$ cat src/sv/bsc_pkg.sv
// ----------------------------------------------------------------------------
// bsc_pkg: shared types and constants for the battery status conditioner
// Configuration record, register indexes, pin classes and fixed thresholds.
// ----------------------------------------------------------------------------
package bsc_pkg;

  // APB address width: eight 32-bit registers at 4-byte stride
  localparam int ADDR_W = 5;

  // register indexes (paddr[4:2])
  localparam logic [2:0] REG_EMPTY_MV          = 3'd0;
  localparam logic [2:0] REG_FULL_MV           = 3'd1;
  localparam logic [2:0] REG_OUTLIER_MV        = 3'd2;
  localparam logic [2:0] REG_PLUGGED_ABS_MV    = 3'd3;
  localparam logic [2:0] REG_PLUGGED_MARGIN_MV = 3'd4;
  localparam logic [2:0] REG_BASE_TRACK_MAX_MV = 3'd5;
  localparam logic [2:0] REG_CHG_BAND_MIN      = 3'd6;
  localparam logic [2:0] REG_IDLE_HIGH_MAX     = 3'd7;

  // register reset values
  localparam logic [12:0] RST_EMPTY_MV          = 13'd3300;
  localparam logic [12:0] RST_FULL_MV           = 13'd4050;
  localparam logic [9:0]  RST_OUTLIER_MV        = 10'd100;
  localparam logic [12:0] RST_PLUGGED_ABS_MV    = 13'd4155;
  localparam logic [9:0]  RST_PLUGGED_MARGIN_MV = 10'd110;
  localparam logic [12:0] RST_BASE_TRACK_MAX_MV = 13'd4140;
  localparam logic [5:0]  RST_CHG_BAND_MIN      = 6'd22;
  localparam logic [5:0]  RST_IDLE_HIGH_MAX     = 6'd12;

  // pin classes
  localparam logic [1:0] CLS_HOLD = 2'd0;
  localparam logic [1:0] CLS_IDLE = 2'd1;
  localparam logic [1:0] CLS_CHG  = 2'd2;

  // fixed thresholds
  localparam logic [7:0]         STREAK_MAX      = 8'd255;
  localparam logic [7:0]         CONFIRM_COUNT   = 8'd3;
  localparam logic signed [14:0] FAST_GAP_MV     = 15'sd250;
  localparam logic [12:0]        CONNECT_MAX_MV  = 13'd4350;
  localparam logic [13:0]        EMPTY_MARGIN_MV = 14'd100;
  localparam logic [13:0]        FULL_MARGIN_MV  = 14'd20;
  localparam logic [1:0]         STABLE_FULL     = 2'd2;
  localparam logic [6:0]         SOC_FULL        = 7'd100;
  localparam logic [7:0]         SOC_DEC_GAP     = 8'd16;

  typedef struct packed {
    logic [12:0] empty_mv;
    logic [12:0] full_mv;
    logic [9:0]  outlier_mv;
    logic [12:0] plugged_abs_mv;
    logic [9:0]  plugged_margin_mv;
    logic [12:0] baseline_track_max_mv;
    logic [5:0]  charging_band_min;
    logic [5:0]  idle_high_max;
  } cfg_t;

  // voltage tracker results for the current beat
  typedef struct packed {
    logic [12:0] filt;
    logic [12:0] base;
  } volt_t;

  // charge status for the current beat
  typedef struct packed {
    logic charging;
    logic plugged;
  } charge_t;

  function automatic logic [7:0] sat_inc(input logic [7:0] v);
    return (v == STREAK_MAX) ? v : v + 8'd1;
  endfunction

endpackage

$ cat src/sv/battery_status_conditioner.sv
// ----------------------------------------------------------------------------
// battery_status_conditioner: battery voltage, charge and SOC conditioning
// Input register, combinational state update, result register.
// ----------------------------------------------------------------------------
// Path: an item is held in the input register, then its state update is
//   written to the result register when that register is free or drained.
// Throughput: one item per cycle unless the result side stalls; each item's
//   state update is registered as it advances, so the next item sees it.
// Reset (rst, synchronous): state and registers to their defaults, both
//   pipeline registers empty. No clearing pass.
// ----------------------------------------------------------------------------
module battery_status_conditioner #(
  parameter int PIN_SAMPLES = 32
) (
  input  logic                       clk,
  input  logic                       rst,
  // item channel
  input  logic                       item_valid,
  output logic                       item_ready,
  input  logic [12:0]                raw_mv,
  input  logic [5:0]                 charge_lows,
  input  logic [6:0]                 raw_soc,
  // result channel
  output logic                       result_valid,
  input  logic                       result_ready,
  output logic [12:0]                filtered_mv,
  output logic                       charging,
  output logic                       plugged,
  output logic                       connected,
  output logic [6:0]                 shown_soc,
  // configuration
  input  logic                       psel,
  input  logic                       penable,
  input  logic                       pwrite,
  input  logic [bsc_pkg::ADDR_W-1:0] paddr,
  input  logic [31:0]                pwdata,
  output logic [31:0]                prdata,
  output logic                       pready
);

  bsc_pkg::cfg_t    cfg;
  bsc_pkg::volt_t   volt_nx;
  bsc_pkg::charge_t chg_nx;

  // input register
  logic        inq_valid;
  logic [12:0] raw_mv_q;
  logic [5:0]  charge_lows_q;
  logic [6:0]  raw_soc_q;

  // set after the first item; while clear, the item loads the filter instead of updating it
  logic        volt_valid;

  logic        advance;
  logic        first;
  logic [6:0]  shown_nx;

  // the held item moves on whenever the result register is free this cycle
  assign advance    = inq_valid && (!result_valid || result_ready);
  assign item_ready = !inq_valid || advance;
  assign first      = !volt_valid;

  always_ff @(posedge clk) begin
    if (rst) begin
      inq_valid <= 1'b0;
    end else if (item_ready) begin
      inq_valid <= item_valid;
    end
  end

  // payload, no reset needed
  always_ff @(posedge clk) begin
    if (item_valid && item_ready) begin
      raw_mv_q      <= raw_mv;
      charge_lows_q <= charge_lows;
      raw_soc_q     <= raw_soc;
    end
  end

  always_ff @(posedge clk) begin
    if (rst) begin
      volt_valid <= 1'b0;
    end else if (advance) begin
      volt_valid <= 1'b1;
    end
  end

  bsc_regs u_regs (
    .clk     (clk),
    .rst     (rst),
    .psel    (psel),
    .penable (penable),
    .pwrite  (pwrite),
    .paddr   (paddr),
    .pwdata  (pwdata),
    .prdata  (prdata),
    .pready  (pready),
    .cfg     (cfg)
  );

  bsc_volt u_volt (
    .clk     (clk),
    .rst     (rst),
    .step    (advance),
    .first   (first),
    .raw_mv  (raw_mv_q),
    .cfg     (cfg),
    .volt_nx (volt_nx)
  );

  bsc_charge #(
    .PIN_SAMPLES (PIN_SAMPLES)
  ) u_charge (
    .clk         (clk),
    .rst         (rst),
    .step        (advance),
    .first       (first),
    .charge_lows (charge_lows_q),
    .cfg         (cfg),
    .volt_nx     (volt_nx),
    .chg_nx      (chg_nx)
  );

  // the SOC stage sees this beat's filtered voltage and charge status
  bsc_soc u_soc (
    .clk      (clk),
    .rst      (rst),
    .step     (advance),
    .raw_soc  (raw_soc_q),
    .filt_nx  (volt_nx.filt),
    .chg_nx   (chg_nx),
    .cfg      (cfg),
    .shown_nx (shown_nx)
  );

  // result register
  always_ff @(posedge clk) begin
    if (rst) begin
      result_valid <= 1'b0;
    end else if (advance) begin
      result_valid <= 1'b1;
    end else if (result_ready) begin
      result_valid <= 1'b0;
    end
  end

  always_ff @(posedge clk) begin
    if (advance) begin
      filtered_mv <= volt_nx.filt;
      charging    <= chg_nx.charging;
      plugged     <= chg_nx.plugged;
      connected   <= !chg_nx.charging && (volt_nx.filt < bsc_pkg::CONNECT_MAX_MV);
      shown_soc   <= shown_nx;
    end
  end

  // a held item never drops out while the result side is stalled
  a_inq_hold: assert property (@(posedge clk) disable iff (rst)
    inq_valid && !advance |=> inq_valid)
    else $error("input register lost a held item");

  // a result beat only appears after an item left the input register
  a_result_src: assert property (@(posedge clk) disable iff (rst)
    $rose(result_valid) |-> $past(advance))
    else $error("result beat without a source item");

  a_advance_loads: assert property (@(posedge clk) disable iff (rst)
    advance |=> result_valid)
    else $error("advanced item not offered as a result");

  // connected implies the charge latch is clear
  a_conn_excl: assert property (@(posedge clk) disable iff (rst)
    result_valid |-> !(connected && charging))
    else $error("connected and charging both set");

endmodule

$ cat src/sv/bsc_regs.sv
// ----------------------------------------------------------------------------
// bsc_regs: APB configuration registers
// Eight threshold registers, written on the access phase, read back as is.
// ----------------------------------------------------------------------------
module bsc_regs (
  input  logic                       clk,
  input  logic                       rst,
  input  logic                       psel,
  input  logic                       penable,
  input  logic                       pwrite,
  input  logic [bsc_pkg::ADDR_W-1:0] paddr,
  input  logic [31:0]                pwdata,
  output logic [31:0]                prdata,
  output logic                       pready,
  output bsc_pkg::cfg_t              cfg
);

  logic       wr_en;
  logic [2:0] idx;

  assign pready = 1'b1;
  assign wr_en  = psel && penable && pwrite;
  assign idx    = paddr[4:2];

  always_ff @(posedge clk) begin
    if (rst) begin
      cfg.empty_mv              <= bsc_pkg::RST_EMPTY_MV;
      cfg.full_mv               <= bsc_pkg::RST_FULL_MV;
      cfg.outlier_mv            <= bsc_pkg::RST_OUTLIER_MV;
      cfg.plugged_abs_mv        <= bsc_pkg::RST_PLUGGED_ABS_MV;
      cfg.plugged_margin_mv     <= bsc_pkg::RST_PLUGGED_MARGIN_MV;
      cfg.baseline_track_max_mv <= bsc_pkg::RST_BASE_TRACK_MAX_MV;
      cfg.charging_band_min     <= bsc_pkg::RST_CHG_BAND_MIN;
      cfg.idle_high_max         <= bsc_pkg::RST_IDLE_HIGH_MAX;
    end else if (wr_en) begin
      unique case (idx)
        bsc_pkg::REG_EMPTY_MV:          cfg.empty_mv              <= pwdata[12:0];
        bsc_pkg::REG_FULL_MV:           cfg.full_mv               <= pwdata[12:0];
        bsc_pkg::REG_OUTLIER_MV:        cfg.outlier_mv            <= pwdata[9:0];
        bsc_pkg::REG_PLUGGED_ABS_MV:    cfg.plugged_abs_mv        <= pwdata[12:0];
        bsc_pkg::REG_PLUGGED_MARGIN_MV: cfg.plugged_margin_mv     <= pwdata[9:0];
        bsc_pkg::REG_BASE_TRACK_MAX_MV: cfg.baseline_track_max_mv <= pwdata[12:0];
        bsc_pkg::REG_CHG_BAND_MIN:      cfg.charging_band_min     <= pwdata[5:0];
        bsc_pkg::REG_IDLE_HIGH_MAX:     cfg.idle_high_max         <= pwdata[5:0];
        default: ;
      endcase
    end
  end

  always_comb begin
    unique case (idx)
      bsc_pkg::REG_EMPTY_MV:          prdata = {19'd0, cfg.empty_mv};
      bsc_pkg::REG_FULL_MV:           prdata = {19'd0, cfg.full_mv};
      bsc_pkg::REG_OUTLIER_MV:        prdata = {22'd0, cfg.outlier_mv};
      bsc_pkg::REG_PLUGGED_ABS_MV:    prdata = {19'd0, cfg.plugged_abs_mv};
      bsc_pkg::REG_PLUGGED_MARGIN_MV: prdata = {22'd0, cfg.plugged_margin_mv};
      bsc_pkg::REG_BASE_TRACK_MAX_MV: prdata = {19'd0, cfg.baseline_track_max_mv};
      bsc_pkg::REG_CHG_BAND_MIN:      prdata = {26'd0, cfg.charging_band_min};
      bsc_pkg::REG_IDLE_HIGH_MAX:     prdata = {26'd0, cfg.idle_high_max};
      default:                        prdata = 32'd0;
    endcase
  end

endmodule

$ cat src/sv/bsc_volt.sv
// ----------------------------------------------------------------------------
// bsc_volt: voltage filter and baseline tracker
// Outlier-gated filter (gain 1/16 or 1/4) and slow-rising minimum baseline.
// ----------------------------------------------------------------------------
module bsc_volt (
  input  logic          clk,
  input  logic          rst,
  input  logic          step,
  input  logic          first,
  input  logic [12:0]   raw_mv,
  input  bsc_pkg::cfg_t cfg,
  output bsc_pkg::volt_t volt_nx
);

  logic [12:0] filt;
  logic [12:0] base;
  logic [7:0]  outlier_streak;

  logic [12:0] filt_next;
  logic [12:0] base_next;
  logic [7:0]  outlier_streak_next;

  logic signed [14:0] diff;
  logic signed [14:0] gap_test;
  logic signed [14:0] step_amt;
  logic signed [14:0] filt_sum;
  logic [7:0]         streak_inc;
  logic [12:0]        filt_upd;

  // signed divide by 2**sh, truncating toward zero
  function automatic logic signed [14:0] div_trunc(input logic signed [14:0] v,
                                                   input int unsigned sh);
    logic [14:0] mag;
    mag = v[14] ? 15'(-v) : 15'(v);
    mag = mag >> sh;
    return v[14] ? -$signed(mag) : $signed(mag);
  endfunction

  assign diff       = $signed({2'b00, raw_mv}) - $signed({2'b00, filt});
  assign gap_test   = diff + $signed({5'd0, cfg.outlier_mv});
  assign step_amt   = (diff < -bsc_pkg::FAST_GAP_MV) ? div_trunc(diff, 4) : div_trunc(diff, 2);
  assign filt_sum   = $signed({2'b00, filt}) + step_amt;
  assign filt_upd   = filt_sum[12:0];
  assign streak_inc = bsc_pkg::sat_inc(outlier_streak);

  always_comb begin
    filt_next           = filt;
    outlier_streak_next = outlier_streak;
    if (first) begin
      filt_next = raw_mv;
    end else if (filt == 13'd0) begin
      filt_next           = raw_mv;
      outlier_streak_next = 8'd0;
    end else if (gap_test < 0) begin
      // short dips are ignored until confirmed
      outlier_streak_next = streak_inc;
      if (streak_inc >= bsc_pkg::CONFIRM_COUNT) begin
        filt_next = filt_upd;
      end
    end else begin
      outlier_streak_next = 8'd0;
      filt_next           = filt_upd;
    end
  end

  always_comb begin
    base_next = base;
    if (first || base == 13'd0) begin
      base_next = filt_next;
    end else if (filt_next < base) begin
      base_next = filt_next;
    end else if (filt_next < cfg.baseline_track_max_mv && filt_next > base) begin
      base_next = base + ((filt_next - base) >> 5);
    end
  end

  assign volt_nx.filt = filt_next;
  assign volt_nx.base = base_next;

  always_ff @(posedge clk) begin
    if (rst) begin
      filt           <= 13'd0;
      base           <= 13'd0;
      outlier_streak <= 8'd0;
    end else if (step) begin
      filt           <= filt_next;
      base           <= base_next;
      outlier_streak <= outlier_streak_next;
    end
  end

endmodule

$ cat src/sv/bsc_charge.sv
// ----------------------------------------------------------------------------
// bsc_charge: charge pin classifier and debounced latch
// Needs two agreeing classifications to flip; also judges external power.
// ----------------------------------------------------------------------------
module bsc_charge #(
  parameter int PIN_SAMPLES = 32
) (
  input  logic            clk,
  input  logic            rst,
  input  logic            step,
  input  logic            first,
  input  logic [5:0]      charge_lows,
  input  bsc_pkg::cfg_t   cfg,
  input  bsc_pkg::volt_t  volt_nx,
  output bsc_pkg::charge_t chg_nx
);

  localparam logic [6:0] PinAll  = 7'(PIN_SAMPLES);
  localparam logic [6:0] BandTop = 7'(PIN_SAMPLES - 1);

  logic       latch;
  logic       last_class;
  logic [1:0] stable_count;

  logic       latch_next;
  logic       last_class_next;
  logic [1:0] stable_count_next;

  logic [6:0]  lows;
  logic        all_high;
  logic        in_band;
  logic        idle_low;
  logic [1:0]  cls;
  logic        r;
  logic [1:0]  sc_mid;
  logic [13:0] margin_lvl;
  logic        plug_volt;

  assign lows     = {1'b0, charge_lows};
  assign all_high = (lows == PinAll);
  assign in_band  = (lows >= {1'b0, cfg.charging_band_min}) && (lows <= BandTop);
  assign idle_low = (lows <= {1'b0, cfg.idle_high_max});

  always_comb begin
    priority if (all_high) cls = bsc_pkg::CLS_IDLE;
    else if (in_band)      cls = bsc_pkg::CLS_CHG;
    else if (idle_low)     cls = bsc_pkg::CLS_IDLE;
    else                   cls = bsc_pkg::CLS_HOLD;
  end

  assign r = (cls == bsc_pkg::CLS_CHG);

  always_comb begin
    latch_next        = latch;
    last_class_next   = last_class;
    stable_count_next = stable_count;
    sc_mid            = stable_count;
    if (first) begin
      latch_next        = r;
      last_class_next   = r;
      stable_count_next = bsc_pkg::STABLE_FULL;
    end else if (cls != bsc_pkg::CLS_HOLD) begin
      if (r == latch) begin
        sc_mid = bsc_pkg::STABLE_FULL;
      end else if (r == last_class) begin
        if (stable_count < bsc_pkg::STABLE_FULL) sc_mid = stable_count + 2'd1;
      end else begin
        last_class_next = r;
        sc_mid          = 2'd1;
      end
      stable_count_next = sc_mid;
      if (sc_mid >= bsc_pkg::STABLE_FULL) latch_next = r;
    end
  end

  // external power: pin activity, or a solid-high pin with a raised voltage
  assign margin_lvl = {1'b0, volt_nx.base} + {4'd0, cfg.plugged_margin_mv};
  assign plug_volt  = (volt_nx.filt >= cfg.plugged_abs_mv) ||
                      (volt_nx.base != 13'd0 && {1'b0, volt_nx.filt} >= margin_lvl);

  assign chg_nx.charging = latch_next;
  assign chg_nx.plugged  = in_band || idle_low || (all_high && plug_volt);

  always_ff @(posedge clk) begin
    if (rst) begin
      latch        <= 1'b0;
      last_class   <= 1'b0;
      stable_count <= bsc_pkg::STABLE_FULL;
    end else if (step) begin
      latch        <= latch_next;
      last_class   <= last_class_next;
      stable_count <= stable_count_next;
    end
  end

endmodule

$ cat src/sv/bsc_soc.sv
// ----------------------------------------------------------------------------
// bsc_soc: displayed state-of-charge smoother
// Fast rise, confirmed slow fall, hold while powered, empty/full forcing.
// ----------------------------------------------------------------------------
module bsc_soc (
  input  logic             clk,
  input  logic             rst,
  input  logic             step,
  input  logic [6:0]       raw_soc,
  input  logic [12:0]      filt_nx,
  input  bsc_pkg::charge_t chg_nx,
  input  bsc_pkg::cfg_t    cfg,
  output logic [6:0]       shown_nx
);

  logic       soc_valid;
  logic [6:0] shown;
  logic [7:0] drop_streak;
  logic [7:0] low_streak;

  logic [7:0] drop_streak_next;
  logic [7:0] low_streak_next;

  logic [6:0] up_gap;
  logic [9:0] up_prod;
  logic [6:0] down_gap;
  logic [6:0] shown_mid;
  logic [7:0] drop_inc;
  logic [7:0] low_inc;
  logic       is_low;
  logic       is_full;

  assign up_gap   = raw_soc - shown;
  assign up_prod  = {3'd0, up_gap} * 10'd6;
  assign down_gap = shown - raw_soc;
  assign drop_inc = bsc_pkg::sat_inc(drop_streak);
  assign low_inc  = bsc_pkg::sat_inc(low_streak);
  assign is_low   = ({1'b0, filt_nx} + bsc_pkg::EMPTY_MARGIN_MV) < {1'b0, cfg.empty_mv};
  assign is_full  = ({1'b0, filt_nx} + bsc_pkg::FULL_MARGIN_MV) >= {1'b0, cfg.full_mv};

  always_comb begin
    shown_mid        = shown;
    drop_streak_next = drop_streak;
    low_streak_next  = low_streak;
    shown_nx         = shown;
    if (!soc_valid) begin
      shown_nx         = raw_soc;
      drop_streak_next = 8'd0;
      low_streak_next  = 8'd0;
    end else begin
      if (raw_soc >= shown) begin
        drop_streak_next = 8'd0;
        shown_mid        = shown + {1'b0, up_prod[9:4]};
      end else if (chg_nx.charging || chg_nx.plugged) begin
        drop_streak_next = 8'd0;
      end else begin
        drop_streak_next = drop_inc;
        // fall at most one point per confirmed read
        if (drop_inc >= bsc_pkg::CONFIRM_COUNT && {1'b0, down_gap} >= bsc_pkg::SOC_DEC_GAP) begin
          shown_mid = shown - 7'd1;
        end
      end
      shown_nx = shown_mid;
      if (is_low) begin
        low_streak_next = low_inc;
        if (low_inc >= bsc_pkg::CONFIRM_COUNT) shown_nx = 7'd0;
      end else begin
        low_streak_next = 8'd0;
        if (is_full) shown_nx = bsc_pkg::SOC_FULL;
      end
    end
  end

  always_ff @(posedge clk) begin
    if (rst) begin
      soc_valid   <= 1'b0;
      shown       <= 7'd0;
      drop_streak <= 8'd0;
      low_streak  <= 8'd0;
    end else if (step) begin
      soc_valid   <= 1'b1;
      shown       <= shown_nx;
      drop_streak <= drop_streak_next;
      low_streak  <= low_streak_next;
    end
  end

endmodule
$ cat config.mk
export PLATFORM = sky130hd
export DESIGN_NAME = battery_status_conditioner
export DESIGN_NICKNAME = d
export VERILOG_FILES = /design/src/sv/bsc_pkg.sv /design/src/sv/battery_status_conditioner.sv /design/src/sv/bsc_regs.sv /design/src/sv/bsc_volt.sv /design/src/sv/bsc_charge.sv /design/src/sv/bsc_soc.sv
export SDC_FILE = /design/constraint.sdc
export NUM_CORES = 1
export LEC_CHECK = 0
export BUFFER_PORTS_ARGS = -buffer_cell sky130_fd_sc_hd__clkbuf_2
export CAP_MARGIN = 20
export CORE_AREA = 2 2 195 197
export CTS_CLUSTER_SIZE = 40
export DETAILED_ROUTE_END_ITERATION = 10
export DIE_AREA = 0 0 197 199
export SLEW_MARGIN = 10
export SYNTH_ARGS = -nofsm -noshare
export SYNTH_HDL_FRONTEND = slang
export SYNTH_HIERARCHICAL = 1
export SYNTH_SLANG_ARGS = --single-unit
export TNS_END_PERCENT = 30
$ cat constraint.sdc
create_clock -name clk -period 13.75 [get_ports clk]
set_input_delay 2.0625 -clock clk [delete_from_list [all_inputs] [get_ports clk]]
set_output_delay 2.0625 -clock clk [all_outputs]
set_load 0.1 [all_outputs]
-- Word level (Yosys, flattened, before mapping)
Cells that the tools add are included.
- output and inout port bits: 58
- word-level logic and storage cells: 171
- register bits after elaboration: 197
- input port bits: 70
- $lt $le $gt $ge: 20
- multiply operators: 1
- add/sub/neg operators: 19
- reductions and logical operators: 38
- mux-type cells: 48
- equality and inequality tests: 17
- operators by type and width (kind ; number):
    $pmux 32 s8 ; 1
    $mux 13 ; 10
    $mux 8 ; 10
    $mux 7 ; 7
    $logic_not 13->1 ; 2
    $lt 13x13->1 ; 2
    $add 8x1->8 const B ; 3
    $eq 8x8->1 const B ; 3
    $ge 8x2->1 const B ; 3
    $reduce_and 2->1 ; 10
    $mux 2 ; 9
    $add 14x11->15 ; 1
    $lt 15x1->1 const B ; 1
    $mux 15 ; 1
    $neg 14->15 ; 1
    $add 13x10->14 ; 1
    $add 13x5->14 const B ; 1
    $add 13x7->14 const B ; 1
    $ge 13x14->1 ; 1
    $ge 14x13->1 ; 1
    $lt 14x13->1 ; 1
    $lt 14x9->1 const B ; 1
    $sub 13x13->14 ; 1
    $sub 7x7->7 ; 2
    other kinds (35) ; 69

-- Depth between registers and ports, before layout
- word-level depth: 28
- mapped depth: 62
- depth with buffers taken out: 61

-- By module
The synthesis kept the hierarchy.
- modules (own cells, without submodules) (module ; times used ; sequential area each (um2) ; cells each ; area each (um2)):
    bsc_volt ; 1 ; 680.7 ; 785 ; 5675.4
    bsc_regs ; 1 ; 1681.6 ; 496 ; 4037.6
    bsc_soc ; 1 ; 480.5 ; 462 ; 3538.4
    bsc_charge ; 1 ; 80.1 ; 218 ; 1690.4
    battery_status_conditioner ; 1 ; 1531.5 ; 69 ; 1615.3

-- Least setup slack after synthesis
Ideal clock, no wire load.
- path kind: reg-to-reg
- start point: register raw_mv_q[0]
- end point: register u_soc.shown[6]
- arrival: 11.425 ns
- buffers on the path: 4
- clock period less this slack: 11.500 ns
- data required time: 13.675 ns
- path slack: 2.250 ns
- setup time: 0.075 ns
- cell stages (with the launch flop): 52
- path through: edfxtp_1 inv_1 ha_1 inv_1 fa_1 a211oi_2 o31ai_4 xnor2_2 nand3_1 nor4_1 nor3_1 nand2_1 clkbuf_1 nand2_1 mux2i_1 ha_1 fa_1 a211o_1 [... 16 more ...] ha_1 a21oi_1 o22ai_1 nor2_1 o21ai_0 xnor2_1 ha_1 a21o_1 a2111oi_0 o21ai_1 a221oi_1 o31ai_2 nor2_1 nand3_1 nor2_2 a31oi_2 or4b_1 a31oi_1
- RTL lines (item ; line ; source):
    start: declaration ; battery_status_conditioner.sv:47 ; logic [12:0] raw_mv_q;
    start signal: assignment ; battery_status_conditioner.sv:74 ; raw_mv_q <= raw_mv;
    end signal: assignment ; bsc_soc.sv:82 ; shown <= shown_nx;
    end: declaration ; bsc_soc.sv:17 ; logic [6:0] shown;

==> flow_summary.ini <==
[synthesis]
synth_top_cell_by_area = dfxtp_1
syn-cell-area_sq_um = 16600
synthTopCellsByArea = dfxtp_1, ha_1, edfxtp_1, a21oi_1, nand2_1
ys_ff_latch = 198
yosysUniqueCellTypes = 113
yosysSeqAreaShare_pct = 26.9
synth_cells = 2030
synth_edf_count = 49
async_reset_ff_share_pct = 0
synth_ff_type = dfxtp_1
synth_top_area_share_pct = 18.0
yosysWarnings = 6
postSynthAreaPerCell_sq_um = 8.16

[drt]
drtAntennaViolNets = 0
drtIter0Drc = 1309
first_pass_iters = 5
wl_per_cell_um = 18.9
drcViolationCount = 0
vias = 15100
via_per_inst = 5.91
drt-total-wl_mm = 48.4

[grt]
grt_pass1_wl_mm = 75.8
grtUsageTotal_pct = 24.8
grt_max_degree = 98
overflow = 0
grt_pass1_vias = 14000
antenna_found_initial = 0

[timing]
final-hold-violation-count = 0
fin_crit_ps = 12840
setup_viol = 0
final.period_utilization_pct = 93.4
fmax_mhz = 77.9
setup-tns-final_ps = 0
skew_ps = 16.3
worst_pin_slew_ps = 1060
rsz0062_at_grt = false
drv_slew = 0
slew_headroom_pct = 29.4

[flow_run]
cap_violations = 0

[setup_path]
endpoint = u_soc/shown[4]$_SDFFE_PP0P_
r2r_start = u_volt/filt[0]$_SDFFE_PP0P_
path_max_fanout = 13
crit_top_cell = nor2_1
r2r_end = u_soc/shown[4]$_SDFFE_PP0P_
start_kind = flop
slowest_delay_ps = 510
crit_slowest_cell = dfxtp_1
worst-setup-path-type = reg -> reg
cp.required_ps = 14130
cp-end-kind = flop
crit_arrival_ps = 13220
r2r_cells = 57
crit_start = u_volt/filt[0]$_SDFFE_PP0P_
r2r_setup_slack_ps = 910

[clock_tree]
clkSlewWorstSetupHoldPaths_ps = 80
clockBufferDepth = 2
cts_tree = yes
root_buffer = clkbuf_16
cts_buffers = 17
htree_levels = 4
cts_sinks = 198
insertion_delay_ps = 490

[placed_design]
place_inst = 2524
port_buffers = 86
gp_congestion = 0.912
place_hpwl_mm = 36.1

[die]
core.rowCount = 71
core_area_sq_um = 37100
die-area_sq_um = 39200
start_util_pct = 44.6
die_x_um = 197
pin_count = 128
fp.dieH_um = 199

[power]
power_density_nw_per_um2 = 120
p_leak_nw = 7.35
max-vdd-ir-drop_mv = 0.0993
finalPower_mw = 2.15

[outcome]
status = complete, no violations

[final_layout]
diodes = 0
drive_gt1_share_pct = 10.4
stdcell_count = 2557
n_fill_cell = 3627
area_growth_pct = 8.22
fin_nets = 2320

[min_path]
hold_path_class = reg -> reg
-- layout make-up --
class / count / area, sq um / area share [%]
multi-input cells: 1578 / 11000 / 61.5
flip-flops and latches: 198 / 4450 / 24.9
repair buffers: 114 / 638 / 3.56
inverters: 161 / 604 / 3.37
well taps: 474 / 593 / 3.31
clock buffers: 18 / 450 / 2.51
clock inverters: 14 / 153 / 0.852
-- sequential cells by signal (all words and copies together), names as in the netlist --
| register | count |
|---|---|
| inq_valid | 1 |
| u_soc/shown | 7 |
| filtered_mv | 13 |
| charge_lows_q | 6 |
| charging | 1 |
| raw_mv_q | 13 |
| u_charge/latch | 1 |
| volt_valid | 1 |
| connected | 1 |
| u_volt/filt | 13 |
| raw_soc_q | 7 |
| u_charge/stable_count | 2 |
| shown_soc | 7 |
| u_volt/base | 13 |
| u_volt/outlier_streak | 8 |
| u_soc/drop_streak | 8 |
| result_valid | 1 |
| u_soc/soc_valid | 1 |
| plugged | 1 |
| u_soc/low_streak | 8 |
| u_charge/last_class | 1 |
| u_regs/cfg | 84 |
-- cells by family (layout without fill, tap and decap cells) --
logic type | after synthesis | in the layout | share of synthesized area [%]
compound gates | 547 | 547 | 22.7
flops | 198 | 198 | 26.9
xor+xnor | 97 | 97 | 5.22
fa+ha+maj | 180 | 180 | 13.9
buf+inv | 272 | 307 | 7.16
other cells | 2 | 20 | 0.0454
mux | 62 | 62 | 3.79
simple gates | 672 | 672 | 20.3
-- per-stage QoR --
stage / area [sq um] / setup WS [ps] / hold slack [ps] / util [%]
2_1_floorplan: 16600 / 2250 / 437 / -
3_5_place_dp: 17300 / 888 / 465 / 46.6
3_3_place_gp: 17300 / 1250 / 457 / 46.6
5_1_grt: 17900 / 102 / 493 / 48.3
4_1_cts: 17900 / 850 / 481 / 48.2
6_report: 17900 / 912 / 479 / 48.3
-- worst max-delay path, delay by kind of cell (launching register included) --
kind	cells	cell delay (ps)
AO/OA/AOI/OAI	23	5180
AND/OR/NAND/NOR	15	2640
XOR/XNOR	6	1200
flip-flops	1	510
adder cells (fa/ha/maj)	8	2540
multiplexers	1	240
buffers and inverters	4	380
-- metal layers --
| metal | wire, um | GRT usage, % | part of all wire, % | up-vias |
|---|---|---|---|---|
| met4 | 1330 | 8.77 | 2.8 | 0 |
| met5 | 0 | 0 | 0 | - |
| li1 | - | - | - | 7332 |
| met1 | 22400 | 33.4 | 46 | 7265 |
| met3 | 2730 | 3.97 | 5.7 | 70 |
| met2 | 21900 | 40.1 | 45 | 438 |
-- synthesized netlist by cell type (25+ instances only) --
master    instances
nand3_1          40
a21o_1           25
nand2_1         222
a211o_1          32
a211oi_1         25
dfxtp_1         149
nor2_1          155
nor2b_1          39
ha_1            174
buf_4            26
o21ai_0          88
clkbuf_1         45
nand3b_1         31
nor3_1           35
a21oi_1         173
buf_2            30
mux2i_1          56
xnor2_1          72
inv_1           160
nand2b_1         27
edfxtp_1         49
-- where the power goes --
group / switching [mW] / leakage (nW) / internal [mW] / total, mW
sequential: 0.0214 / 1.68 / 0.620 / 0.641
clock: 0.269 / 0.294 / 0.254 / 0.524
combinational: 0.620 / 5.38 / 0.363 / 0.983
total: 0.910 / 7.35 / 1.24 / 2.15
-- what timing repair did --
action,in CTS,in global routing
resized for setup,0,4
setup endpoints to repair,0,9
hold endpoints to repair,0,0
setup buffers,0,0
hold buffers,0,0
-- worst min-delay path by stage --
stage                                      from  depth (start not counted)  slack, ps                     endpoint
global placement        volt_valid$_SDFFE_PP0P_                          2        460      volt_valid$_SDFFE_PP0P_
floorplan               volt_valid$_SDFFE_PP0P_                          2        440      volt_valid$_SDFFE_PP0P_
CTS                 u_regs/cfg[19]$_SDFFE_PP0P_                          2        480  u_regs/cfg[19]$_SDFFE_PP0P_
detailed placement      volt_valid$_SDFFE_PP0P_                          2        470      volt_valid$_SDFFE_PP0P_
global route        u_regs/cfg[72]$_SDFFE_PP0P_                          2        490  u_regs/cfg[72]$_SDFFE_PP0P_
finish              u_regs/cfg[72]$_SDFFE_PP0P_                          2        480  u_regs/cfg[72]$_SDFFE_PP0P_
-- placed cells by master (no fill, tap or decap), types with 27 or more instances in the layout --
master,count
nand2_1,221
ha_1,174
o21ai_0,85
nor2_1,154
nor2b_1,39
nand3_1,40
nand2b_1,27
dfxtp_1,149
a211o_1,32
inv_1,160
clkbuf_2,85
mux2i_1,56
a21oi_1,171
nor3_1,35
buf_4,27
edfxtp_1,49
xnor2_1,71
nand3b_1,31
No activity file was read; power rests on OpenSTA's default activity.
